--- config.mk ---
export PLATFORM = sky130hd
export DESIGN_NAME = keyed_count_table
export DESIGN_NICKNAME = d
export VERILOG_FILES = /design/src/hdl/kct_pkg.sv /design/src/hdl/kct_mem.sv /design/src/hdl/kct_engine.sv /design/src/hdl/keyed_count_table.sv
export SDC_FILE = /design/constraint.sdc
export NUM_CORES = 2
export LEC_CHECK = 0
export CORE_ASPECT_RATIO = 0.6
export CORE_MARGIN = 8
export CORE_UTILIZATION = 35
export CTS_CLUSTER_SIZE = 28
export DETAILED_ROUTE_END_ITERATION = 8
export DONT_BUFFER_PORTS = 1
export SYNTH_ARGS = -nofsm -noshare
export SYNTH_HDL_FRONTEND = slang
export SYNTH_SLANG_ARGS = --single-unit
--- constraint.sdc ---
create_clock -name aclk -period 16.3 [get_ports aclk]
set_input_delay 0.815 -clock aclk [delete_from_list [all_inputs] [get_ports aclk]]
set_output_delay 0.815 -clock aclk [all_outputs]
set_load 0.02 [all_outputs]
--- src/hdl/kct_pkg.sv ---
// Shared types, codes and defaults for the keyed count table.
package kct_pkg;

    localparam int DEF_TABLE_DEPTH = 64;
    localparam int DEF_KEY_BITS    = 16;

    localparam int REQ_KEY_BITS = 16;
    localparam int AMOUNT_BITS  = 32;
    localparam int COUNT_BITS   = 31;
    localparam int STATUS_BITS  = 2;

    localparam int S_TDATA_BITS = 56;   // 2 + 16 + 32 = 50, padded to bytes
    localparam int M_TDATA_BITS = 40;   // 31 + 1 + 2 = 34, padded to bytes

    localparam logic [COUNT_BITS-1:0] COUNT_MAX = '1;

    typedef enum logic [1:0] {
        OP_ADD    = 2'd0,
        OP_REMOVE = 2'd1,
        OP_SET    = 2'd2,
        OP_QUERY  = 2'd3
    } kct_op_t;

    typedef enum logic [STATUS_BITS-1:0] {
        STATUS_DONE    = 2'd0,
        STATUS_IGNORED = 2'd1,
        STATUS_FULL    = 2'd2,
        STATUS_SAT     = 2'd3
    } kct_status_t;

    typedef enum logic [1:0] {
        S_CLEAR,
        S_IDLE,
        S_SCAN,
        S_EXEC
    } kct_state_t;

    typedef struct packed {
        kct_op_t                 opcode;
        logic [REQ_KEY_BITS-1:0] key;
        logic [AMOUNT_BITS-1:0]  amount;
    } kct_req_t;

    typedef struct packed {
        kct_status_t            status;
        logic                   present;
        logic [COUNT_BITS-1:0]  count_after;
    } kct_result_t;

endpackage

--- src/hdl/kct_mem.sv ---
// Entry store: one write port, one read port with registered read data.
module kct_mem #(
    parameter int ADDR_BITS = 6,
    parameter int DATA_BITS = 48
) (
    input  logic                 aclk,
    input  logic                 wr_en,
    input  logic [ADDR_BITS-1:0] wr_addr,
    input  logic [DATA_BITS-1:0] wr_data,
    input  logic                 rd_en,
    input  logic [ADDR_BITS-1:0] rd_addr,
    output logic [DATA_BITS-1:0] rd_data
);

    localparam int DEPTH = 1 << ADDR_BITS;

    logic [DATA_BITS-1:0] mem_reg [DEPTH];
    logic [DATA_BITS-1:0] rd_data_reg;

    always_ff @(posedge aclk) begin
        if (wr_en) begin
            mem_reg[wr_addr] <= wr_data;
        end
    end

    always_ff @(posedge aclk) begin
        if (rd_en) begin
            rd_data_reg <= mem_reg[rd_addr];
        end
    end

    assign rd_data = rd_data_reg;

endmodule

--- src/hdl/kct_engine.sv ---
// Request sequencer: clearing pass, lookup scan, update and write-back.
module kct_engine #(
    parameter int TABLE_DEPTH = kct_pkg::DEF_TABLE_DEPTH,
    parameter int KEY_BITS    = kct_pkg::DEF_KEY_BITS,
    parameter int ADDR_BITS   = $clog2(TABLE_DEPTH),
    parameter int DATA_BITS   = 1 + KEY_BITS + kct_pkg::COUNT_BITS
) (
    input  logic                  aclk,
    input  logic                  aresetn,
    input  logic                  req_valid,
    output logic                  req_ready,
    input  kct_pkg::kct_req_t     req,
    output logic                  res_valid,
    input  logic                  res_ready,
    output kct_pkg::kct_result_t  res,
    output logic                  wr_en,
    output logic [ADDR_BITS-1:0]  wr_addr,
    output logic [DATA_BITS-1:0]  wr_data,
    output logic                  rd_en,
    output logic [ADDR_BITS-1:0]  rd_addr,
    input  logic [DATA_BITS-1:0]  rd_data
);

    import kct_pkg::*;

    localparam logic [ADDR_BITS:0] DEPTH_W = (ADDR_BITS+1)'(TABLE_DEPTH);
    localparam logic [ADDR_BITS:0] LAST_W  = (ADDR_BITS+1)'(TABLE_DEPTH - 1);

    kct_state_t state_reg, state_next;
    logic [ADDR_BITS:0]   addr_reg, addr_next;
    logic                 pend_reg, pend_next;
    logic [ADDR_BITS-1:0] pend_addr_reg, pend_addr_next;
    logic                 hit_reg, hit_next;
    logic                 free_reg, free_next;
    logic [ADDR_BITS-1:0] hit_idx_reg, hit_idx_next;
    logic [ADDR_BITS-1:0] free_idx_reg, free_idx_next;
    logic [COUNT_BITS-1:0] hit_count_reg, hit_count_next;
    kct_op_t              op_reg, op_next;
    logic [KEY_BITS-1:0]  key_reg, key_next;
    logic [AMOUNT_BITS-1:0] amount_reg, amount_next;

    logic [31:0]          key_wide;
    logic [KEY_BITS-1:0]  key_in;
    logic                 rd_valid;
    logic [KEY_BITS-1:0]  rd_key;
    logic [COUNT_BITS-1:0] rd_count;
    logic [COUNT_BITS-1:0] mag;
    logic                 positive;
    logic [COUNT_BITS-1:0] cur;
    logic [COUNT_BITS:0]  sum;
    logic [COUNT_BITS-1:0] diff;
    logic                 key_zero;
    logic                 ex_wr;
    logic [ADDR_BITS-1:0] ex_addr;
    logic                 ex_valid;
    logic [COUNT_BITS-1:0] ex_count;
    logic [COUNT_BITS-1:0] r_count;
    kct_status_t          r_status;

    assign key_wide = {{(32-REQ_KEY_BITS){1'b0}}, req.key};
    assign key_in   = key_wide[KEY_BITS-1:0];

    assign rd_valid = rd_data[DATA_BITS-1];
    assign rd_key   = rd_data[KEY_BITS+COUNT_BITS-1:COUNT_BITS];
    assign rd_count = rd_data[COUNT_BITS-1:0];

    // update datapath for the request held in the registers
    assign mag      = amount_reg[COUNT_BITS-1:0];
    assign positive = !amount_reg[AMOUNT_BITS-1] && (mag != '0);
    assign cur      = hit_reg ? hit_count_reg : '0;
    assign sum      = {1'b0, cur} + {1'b0, mag};
    assign diff     = cur - mag;
    assign key_zero = (key_reg == '0);

    always_comb begin
        ex_wr    = 1'b0;
        ex_addr  = hit_idx_reg;
        ex_valid = 1'b1;
        ex_count = mag;
        r_count  = cur;
        r_status = STATUS_DONE;
        if (key_zero) begin
            r_count  = '0;
            r_status = STATUS_IGNORED;
        end else begin
            unique case (op_reg)
                OP_ADD: begin
                    if (!positive) begin
                        r_status = STATUS_IGNORED;
                    end else if (hit_reg) begin
                        ex_wr = 1'b1;
                        if (sum[COUNT_BITS]) begin
                            ex_count = COUNT_MAX;
                            r_status = STATUS_SAT;
                        end else begin
                            ex_count = sum[COUNT_BITS-1:0];
                        end
                        r_count = ex_count;
                    end else if (free_reg) begin
                        ex_wr   = 1'b1;
                        ex_addr = free_idx_reg;
                        r_count = mag;
                    end else begin
                        r_count  = '0;
                        r_status = STATUS_FULL;
                    end
                end
                OP_REMOVE: begin
                    if (!positive) begin
                        r_status = STATUS_IGNORED;
                    end else if (!hit_reg) begin
                        r_count = '0;
                    end else if (cur <= mag) begin
                        ex_wr    = 1'b1;
                        ex_valid = 1'b0;
                        r_count  = '0;
                    end else begin
                        ex_wr    = 1'b1;
                        ex_count = diff;
                        r_count  = diff;
                    end
                end
                OP_SET: begin
                    if (!positive) begin
                        ex_wr    = hit_reg;
                        ex_valid = 1'b0;
                        r_count  = '0;
                    end else if (hit_reg) begin
                        ex_wr   = 1'b1;
                        r_count = mag;
                    end else if (free_reg) begin
                        ex_wr   = 1'b1;
                        ex_addr = free_idx_reg;
                        r_count = mag;
                    end else begin
                        r_count  = '0;
                        r_status = STATUS_FULL;
                    end
                end
                OP_QUERY: begin
                    r_count = cur;
                end
            endcase
        end
    end

    always_comb begin
        state_next     = state_reg;
        addr_next      = addr_reg;
        pend_next      = 1'b0;
        pend_addr_next = addr_reg[ADDR_BITS-1:0];
        hit_next       = hit_reg;
        free_next      = free_reg;
        hit_idx_next   = hit_idx_reg;
        free_idx_next  = free_idx_reg;
        hit_count_next = hit_count_reg;
        op_next        = op_reg;
        key_next       = key_reg;
        amount_next    = amount_reg;
        req_ready      = 1'b0;
        res_valid      = 1'b0;
        res            = '{status: r_status, present: (r_count != '0), count_after: r_count};
        wr_en          = 1'b0;
        wr_addr        = ex_addr;
        wr_data        = {ex_valid, key_reg, ex_count};
        rd_en          = 1'b0;
        rd_addr        = addr_reg[ADDR_BITS-1:0];

        unique case (state_reg)
            S_CLEAR: begin
                wr_en     = 1'b1;
                wr_addr   = addr_reg[ADDR_BITS-1:0];
                wr_data   = '0;
                addr_next = addr_reg + 1'b1;
                if (addr_reg == LAST_W) begin
                    state_next = S_IDLE;
                end
            end
            S_IDLE: begin
                req_ready = 1'b1;
                if (req_valid) begin
                    op_next     = req.opcode;
                    key_next    = key_in;
                    amount_next = req.amount;
                    addr_next   = '0;
                    hit_next    = 1'b0;
                    free_next   = 1'b0;
                    state_next  = (key_in == '0) ? S_EXEC : S_SCAN;
                end
            end
            S_SCAN: begin
                rd_en = (addr_reg < DEPTH_W);
                if (rd_en) begin
                    addr_next = addr_reg + 1'b1;
                    pend_next = 1'b1;
                end
                if (pend_reg) begin
                    if (rd_valid && (rd_key == key_reg) && !hit_reg) begin
                        hit_next       = 1'b1;
                        hit_idx_next   = pend_addr_reg;
                        hit_count_next = rd_count;
                    end
                    if (!rd_valid && !free_reg) begin
                        free_next     = 1'b1;
                        free_idx_next = pend_addr_reg;
                    end
                end
                if (!rd_en && !pend_reg) begin
                    state_next = S_EXEC;
                end
            end
            S_EXEC: begin
                res_valid = 1'b1;
                if (res_ready) begin
                    wr_en      = ex_wr;
                    state_next = S_IDLE;
                end
            end
        endcase
    end

    always_ff @(posedge aclk) begin
        if (!aresetn) begin
            state_reg <= S_CLEAR;
            addr_reg  <= '0;
            pend_reg  <= 1'b0;
            hit_reg   <= 1'b0;
            free_reg  <= 1'b0;
        end else begin
            state_reg <= state_next;
            addr_reg  <= addr_next;
            pend_reg  <= pend_next;
            hit_reg   <= hit_next;
            free_reg  <= free_next;
        end
    end

    always_ff @(posedge aclk) begin
        pend_addr_reg <= pend_addr_next;
        hit_idx_reg   <= hit_idx_next;
        free_idx_reg  <= free_idx_next;
        hit_count_reg <= hit_count_next;
        op_reg        <= op_next;
        key_reg       <= key_next;
        amount_reg    <= amount_next;
    end

endmodule

--- src/hdl/keyed_count_table.sv ---
// Keyed count table top level: stream ports, entry store, sequencer, output register.
//
// A bounded table of key/count pairs held in one synchronous memory of
// TABLE_DEPTH entries (valid, key, 31-bit count). Each request (add,
// remove, set, query) is handled one at a time: the sequencer reads every
// entry once through the single read port to find the key and the lowest
// free entry, works out the new count, and writes the entry back in the
// cycle its result is handed to the output register. The lookup scan reads
// one entry per cycle; a request with key 0 skips the scan and is answered
// directly. The output register lets the next request be accepted while a
// result still waits for m_tready. After reset a clearing pass marks every
// entry free, one per cycle; s_tready stays low until it is done. Keys
// wider than the 16-bit field are zero-extended; narrower keys use the low
// KEY_BITS bits.
module keyed_count_table #(
    parameter int TABLE_DEPTH = kct_pkg::DEF_TABLE_DEPTH,
    parameter int KEY_BITS    = kct_pkg::DEF_KEY_BITS
) (
    input  logic                              aclk,
    input  logic                              aresetn,
    input  logic                              s_tvalid,
    output logic                              s_tready,
    // opcode [1:0], key [17:2], amount [49:18], zero pad [55:50]
    input  logic [kct_pkg::S_TDATA_BITS-1:0]  s_tdata,
    output logic                              m_tvalid,
    input  logic                              m_tready,
    // count_after [30:0], present [31], status [33:32], zero pad [39:34]
    output logic [kct_pkg::M_TDATA_BITS-1:0]  m_tdata
);

    import kct_pkg::*;

    localparam int ADDR_BITS = $clog2(TABLE_DEPTH);
    localparam int DATA_BITS = 1 + KEY_BITS + COUNT_BITS;
    localparam int RES_BITS  = COUNT_BITS + 1 + STATUS_BITS;

    kct_req_t    req;
    kct_result_t res;
    logic        res_valid;
    logic        res_ready;

    logic                 wr_en;
    logic [ADDR_BITS-1:0] wr_addr;
    logic [DATA_BITS-1:0] wr_data;
    logic                 rd_en;
    logic [ADDR_BITS-1:0] rd_addr;
    logic [DATA_BITS-1:0] rd_data;

    logic                    m_tvalid_reg, m_tvalid_next;
    logic [M_TDATA_BITS-1:0] m_tdata_reg;

    // unpack the request word
    assign req.opcode = kct_op_t'(s_tdata[1:0]);
    assign req.key    = s_tdata[REQ_KEY_BITS+1:2];
    assign req.amount = s_tdata[REQ_KEY_BITS+AMOUNT_BITS+1:REQ_KEY_BITS+2];

    kct_mem #(
        .ADDR_BITS (ADDR_BITS),
        .DATA_BITS (DATA_BITS)
    ) u_mem (
        .aclk    (aclk),
        .wr_en   (wr_en),
        .wr_addr (wr_addr),
        .wr_data (wr_data),
        .rd_en   (rd_en),
        .rd_addr (rd_addr),
        .rd_data (rd_data)
    );

    kct_engine #(
        .TABLE_DEPTH (TABLE_DEPTH),
        .KEY_BITS    (KEY_BITS),
        .ADDR_BITS   (ADDR_BITS),
        .DATA_BITS   (DATA_BITS)
    ) u_engine (
        .aclk      (aclk),
        .aresetn   (aresetn),
        .req_valid (s_tvalid),
        .req_ready (s_tready),
        .req       (req),
        .res_valid (res_valid),
        .res_ready (res_ready),
        .res       (res),
        .wr_en     (wr_en),
        .wr_addr   (wr_addr),
        .wr_data   (wr_data),
        .rd_en     (rd_en),
        .rd_addr   (rd_addr),
        .rd_data   (rd_data)
    );

    // output register: loads when empty or being drained
    assign res_ready = !m_tvalid_reg || m_tready;

    always_comb begin
        m_tvalid_next = m_tvalid_reg;
        if (res_valid && res_ready) begin
            m_tvalid_next = 1'b1;
        end else if (m_tready) begin
            m_tvalid_next = 1'b0;
        end
    end

    always_ff @(posedge aclk) begin
        if (!aresetn) begin
            m_tvalid_reg <= 1'b0;
        end else begin
            m_tvalid_reg <= m_tvalid_next;
        end
    end

    always_ff @(posedge aclk) begin
        if (res_valid && res_ready) begin
            m_tdata_reg <= {{(M_TDATA_BITS-RES_BITS){1'b0}}, res};
        end
    end

    assign m_tvalid = m_tvalid_reg;
    assign m_tdata  = m_tdata_reg;

endmodule

Word level (Yosys, flattened, before mapping)
Memory sizes are Yosys's and may differ from the RTL's. A register that Yosys moved wholly into a read port is not among the register bits.
Index checks and enable logic that the tools add are counted.
{ "op_classes": {"add_sub_neg": 3, "magnitude_cmp": 2, "eq_ne": 16, "mux": 74, "reduce_logical": 32} }
{ "ops": {"columns": ["operator", "n"], "rows": [
  ["2-to-1 mux 31 bit", 17],
  ["case mux 31 bit (4 select lines)", 1],
  ["case mux 31 bit (2 select lines)", 1],
  ["nonzero test 31 bit", 2],
  ["2-to-1 mux 48 bit", 1],
  ["2-to-1 mux 6 bit", 6],
  ["adder 31 x 31 -> 32 bit", 1],
  ["logical NOT 16 bit", 2],
  ["<= comparator 31 bit", 1],
  ["subtractor 31 bit", 1],
  ["2-to-1 mux 1 bit", 28],
  ["case mux 7 bit (3 select lines)", 1],
  ["2-to-1 mux 2 bit", 10],
  ["== test 16 bit", 1],
  ["2-to-1 mux 7 bit", 2],
  ["inequality test 2 x 1 -> 1 bit (second input constant)", 6],
  ["AND reduction 4 bit", 3],
  ["AND reduction 3 bit", 3],
  ["== test 2 bit (second input constant)", 4],
  ["case mux 1 bit (2 select lines)", 4],
  ["case mux 2 bit (4 select lines)", 1],
  ["adder 7 x 1 -> 7 bit (second input constant)", 1],
  ["== test 7 x 6 -> 1 bit (second input constant)", 1],
  ["logical NOT 1 bit", 7],
  ["other kinds (12)", 22]
]} }
{ "word_totals": {"register_bits": 146, "ram_bits": 3072, "output_inout_bits": 42, "elab_cells": 143, "mem_count": 1} }
{ "memory_table": {"columns": ["memory", "words", "word_bits", "read_ports", "rd_clocked_by_memory_dff", "wr", "line_no", "source"], "rows": [
  ["u_mem.mem_reg", 64, 48, 1, 1, 1, "kct_mem.sv:17", "logic [DATA_BITS-1:0] mem_reg [DEPTH];"]
]} }

Longest topological paths before layout
{ "depth": {"depth_word": 9, "depth_mapped": 28, "depth_no_buf": 17} }

By module
From an unflattened synthesis, not the netlist that was laid out.
{ "hier_totals": {"cells_unflattened": 7044, "area_unflattened_um2": 133151.5} }
{ "by_module_without_submodules": {"columns": ["mod", "instances", "cells_per_inst", "area_each_um2", "seq_area_each_um2"], "rows": [
  ["kct_mem", 1, 5247, 118671.3, 93689.9],
  ["kct_engine", 1, 1751, 13352.8, 3153.0],
  ["keyed_count_table", 1, 46, 1127.3, 1041.0]
]} }

Worst setup path before layout
OpenSTA, ideal clock, no wires.
{ "synth_timing": {"path_kind": "register to register", "start": "reg u_engine.hit_reg", "end": "mem u_mem.mem_reg[0][12], data pin", "arrival_time_ps": 8307, "required_time_ps": 15532, "path_slack_ps": 7226, "path_stages_with_launch": 29, "n_path_buf": 14, "cell_sequence": "dfxtp_1 -> buf_6 -> buf_8 -> buf_8 -> buf_6 -> clkbuf_1 -> buf_2 -> buf_2 -> clkbuf_1 -> buf_2 -> buf_1 -> clkbuf_1 -> and2_1 -> ha_1 -> buf_4 -> nor3b_1 -> o311ai_1 -> a211o_1 -> a32oi_2 -> o31ai_2 -> a211oi_2 -> nor2_1 -> clkbuf_1 -> clkbuf_1 -> nand2_1 -> nand2_1 -> o21ai_0 -> o21ai_0 -> a311oi_1"} }
{ "synth_via": {"elab_chain_cells": 8} }
{ "synth_lines": {"columns": ["element", "line_no", "source"], "rows": [
  ["start, declared", "kct_engine.sv:33", "logic hit_reg, hit_next;"],
  ["start signal, assigned", "kct_engine.sv:233", "hit_reg <= hit_next;"],
  ["2-to-1 mux 31 bit", "kct_engine.sv:70", "assign cur = hit_reg ? hit_count_reg : '0;"],
  ["subtractor 31 bit (tied with other cells)", "kct_engine.sv:72", "assign diff = cur - mag;"],
  ["2-to-1 mux 31 bit (on tied branches)", "kct_engine.sv:113, kct_engine.sv:92", null],
  ["2-to-1 mux 31 bit (on tied branches)", "kct_engine.sv:111, kct_engine.sv:90", null],
  ["2-to-1 mux 31 bit (on tied branches)", "kct_engine.sv:109, kct_engine.sv:88", null],
  ["case mux 31 bit (2 select lines) (*)", "kct_engine.sv:86", "unique case (op_reg)"],
  ["2-to-1 mux 31 bit (*)", "kct_engine.sv:82", "if (key_zero) begin"],
  ["2-to-1 mux 48 bit (*)", "kct_engine.sv:169", "unique case (state_reg)"],
  ["named net u_engine.wr_data[12]", "kct_engine.sv:18", "output logic [DATA_BITS-1:0] wr_data,"],
  ["end, declared", "kct_mem.sv:17", null]
]} }
The timed path passes the listed nets; every way through them passes the cells marked *.

==> flow_summary.yaml <==
sta:
  timing_worst_slew_pin_value_ns: 1.71
  grt_setup_unrepaired: "no"
  timing.clock.skew_ns: 0.0796
  layout_worst_path_cycle_share: 0.503
  setup_viol: 0
  final-max-slew-violation-count: 2
  timing.fmax_ghz: 0.122
  fin_ws_ns: 8.10
  slew-limit-headroom: -0.146
  finalWorstPathRequiredPeriod_ns: 8.20
  report.final.hold_viol_count: 0
  tns_ns: 0
layout:
  layout-area-overhead-vs-synth_pct: 13.2
  final_area_mm2: 0.149
  finish.net_count: 6547
  largest_reg_flops: 3072
  post_route_cells_drive_above_1_share: 0.270
yosys:
  yosys_warnings: 0
  ys.flop_type: "edfxtp_1"
  post-synth-top-area-cell: "edfxtp_1"
  synth_area_per_cell_um2: 21.1
  post_synth_instance_area_mm2: 0.132
  netlist_instances: 6252
  synth_cell_type_count: 97
  synth_edf_count: 3247
  postSynthRegisterBits: 3266
  yosysSeqAreaShare: 0.741
  netlist.area_leader.share: 0.738
  synth_top_cells_by_area: "edfxtp_1 (74%), mux4_2 (17%), clkbuf_1 (0.70%)"
  ys_async_sr_fraction: 0
clock_tree:
  clkTransAtPathRegs_ns: 0.07
  numCtsBuffers: 292
  cts_tree: "done"
  cts_num_sinks: 3266
  number_of_instances_resized_during_post_cts_repair: 0
  clock_path_buffers: 4
  clock_tree.htree_level_count: 5
  clock_tree.root_cell: "clkbuf_16"
  worst_skew_pair.late_latency_ns: 0.91
drt:
  detail-route-antenna-nets: 0
  drt_drc_violations_left: 0
  total_via_count_in_the_routed_design: 70150
  postRouteWirelength_um: 400000
  wl_per_cell_um: 34.3
  drtPass1Iterations: 6
  via_density: 6.01
  drt-initial-drc-count: 12253
global_routing:
  first_global_vias: 66382
  groute.usage.overall: 0.194
  grt_pass1_wl_um: 547000
  grt_max_degree: 144
  global_route.overflow_total: 0
  antenna_found_initial: 16
worst_hold_path:
  hp-class: "input pin to flop"
  worst_hold_path.endpoint: "u_engine.addr_reg[0]$_SDFFE_PN0P_"
  min_delay_path_depth: 1
  startpoint_of_the_worst_hold_path: "aresetn"
die:
  ios: 102
  initial_utilization: 0.352
  die_area_mm2: 0.398
  core-area_mm2: 0.375
  dieWidth_um: 809
  rows: 174
  floorplan.die.height_um: 492
setup_path:
  path_class: "flop to flop"
  setup.worst_path.end_class: "flop"
  timing.critical_path.from_type: "flop"
  timing.reg2reg.setup_slack_ns: 8.10
  logic_depth_of_the_worst_register_to_register_path: 16
  worst_ep_arrival_time_ns: 8.82
  cp_data_required_time_ns: 16.92
  regToRegEndpoint: "m_tdata[31]$_DFFE_PP_"
  rr_startpoint: "u_engine.hit_reg$_SDFFE_PN0P_"
  crit_path_max_fanout: 54
placement:
  pre_cts_ws_ns: 8.72
  place.detailed.hpwl_um: 223000
  placed_cell_area_mm2: 0.140
  numPortBuffers: 0
  gp_congestion: 0.939
status:
  violated_checks: "capacitance limit, slew limit"
  result_of_the_run: "complete, but fails checks"
power_and_ir_drop:
  post-layout-total-power_uw: 16700
  cellLeakagePower_uw: 0.0433
  ir_drop_uv: 73.0
  powerDensity_mw_per_mm2: 112
flow_run:
  cap_violations: 1
[how the worst max path moves through the flow]
stage,to,slack (ns),cells after the start,startpoint
global route,m_tdata[31]$_DFFE_PP_,8.14,16,u_engine.hit_reg$_SDFFE_PN0P_
finish,m_tdata[31]$_DFFE_PP_,8.10,16,u_engine.hit_reg$_SDFFE_PN0P_
floorplan,u_mem.mem_reg[0][12]$_DFFE_PP_,7.23,28,u_engine.hit_reg$_SDFFE_PN0P_
detailed placement,m_tdata[31]$_DFFE_PP_,8.72,16,u_engine.hit_reg$_SDFFE_PN0P_
global placement,m_tdata[31]$_DFFE_PP_,8.70,16,u_engine.hit_reg$_SDFFE_PN0P_
CTS,m_tdata[31]$_DFFE_PP_,8.71,16,u_engine.hit_reg$_SDFFE_PN0P_
[stage by stage]
step                      instances  utilization  hold slack [ns]
after floorplan                6257            -            0.329
after global placement        11109        0.372            0.404
after detailed placement      11109        0.372            0.407
after CTS                     11675        0.398         0.000687
after global routing          11676        0.398           0.0268
final                         11679        0.398           0.0581
[layout make-up]
| type | instances | area, um2 |
|---|---|---|
| inverter | 65 | 244 |
| clock inverter | 145 | 1450 |
| fill | 32711 | 226000 |
| multi-input combinational | 2541 | 33500 |
| tap | 5016 | 6280 |
| sequential | 3266 | 97900 |
| clock buffer | 370 | 7800 |
| timing repair buffer | 273 | 2260 |
| antenna | 3 | 7.51 |
[layout by cell type (no fill, tap or decap), types with 25 or more instances in the layout]
cell type	Yosys	routed
edfxtp_1	3247	3247
mux4_2	1008	1008
clkbuf_16	0	301
buf_4	7	215
nand2_1	160	159
o21ai_0	155	154
nor2_1	227	152
a21oi_1	110	108
xnor2_1	78	78
nor2_4	0	72
clkbuf_1	248	68
inv_1	64	62
dlygate4sd3_1	0	51
clkinv_1	0	49
nand3_1	47	47
ha_1	46	44
clkinv_2	0	43
nor3_1	35	34
and2_1	31	31
nor2b_1	47	29
nand2b_1	29	29
a31oi_1	29	28
nor4_1	27	27
and3_1	27	26
bufinv_16	0	25
[synth_stat cells (15+ instances only)]
cell,n
dfxtp_1,19
or3_1,15
edfxtp_1,3247
clkbuf_1,248
and3_1,27
o22ai_1,23
ha_1,46
a31oi_1,29
o21ai_0,155
a22oi_1,17
a21o_1,18
a21oi_1,110
mux4_2,1008
nor2_1,227
a211oi_1,25
a221oi_1,28
a32oi_1,17
inv_1,64
nand4_1,20
buf_2,34
nand2_1,160
xnor2_1,78
o21a_1,18
mux2i_1,22
nand3_1,47
nor2b_1,47
xor2_1,24
buf_1,88
and2_1,31
nand2b_1,29
nor4_1,27
nor3_1,35
o211ai_1,24
a311oi_1,18
[metal layers]
| metal | GRT usage | part of all wire |
|---|---|---|
| met1 | 0.308 | 0.44 |
| met5 | 0 | 0.000017 |
| met4 | 0.0356 | 0.018 |
| met3 | 0.0582 | 0.14 |
| met2 | 0.261 | 0.41 |
[critical path, cell delays in order, from the launching register on]
cell       delay (ns)
dfxtp_4          0.69
buf_4            0.56
buf_4            0.57
and2_1           0.24
ha_1             0.34
nand4_1          0.32
or3_1            0.42
a2111oi_1        1.40
and4_1           0.41
nor2_1           0.22
o31ai_4          0.12
nor2_1           0.21
buf_4            0.29
a21boi_0         0.88
o2111ai_1        0.43
nor4_1           0.64
nand2_1          0.11
[timing repair]
action                                 4_1_cts  5_1_grt
buffers inserted                             0        0
hold buffers                                51        0
endpoints found under the hold margin       54        0
[power by group]
group	switching (uW)	internal [uW]	total (uW)	leakage [uW]
Sequential	21.4	9150	9170	0.0286
Combinational	352	284	636	0.0102
Clock	3100	3810	6910	0.00452
Total	3470	13200	16700	0.0433
[logic make-up after synthesis]
group                      synth area share
adders and majority gates           0.00514
other                             0.0000284
muxes                                 0.174
xor gates and xnor gates            0.00677
AOI/OAI and AO/OA                    0.0326
buffers and inverters                0.0138
and+or+nand+nor                      0.0266
DFF                                   0.741
Power figures use the tool's default switching activity.
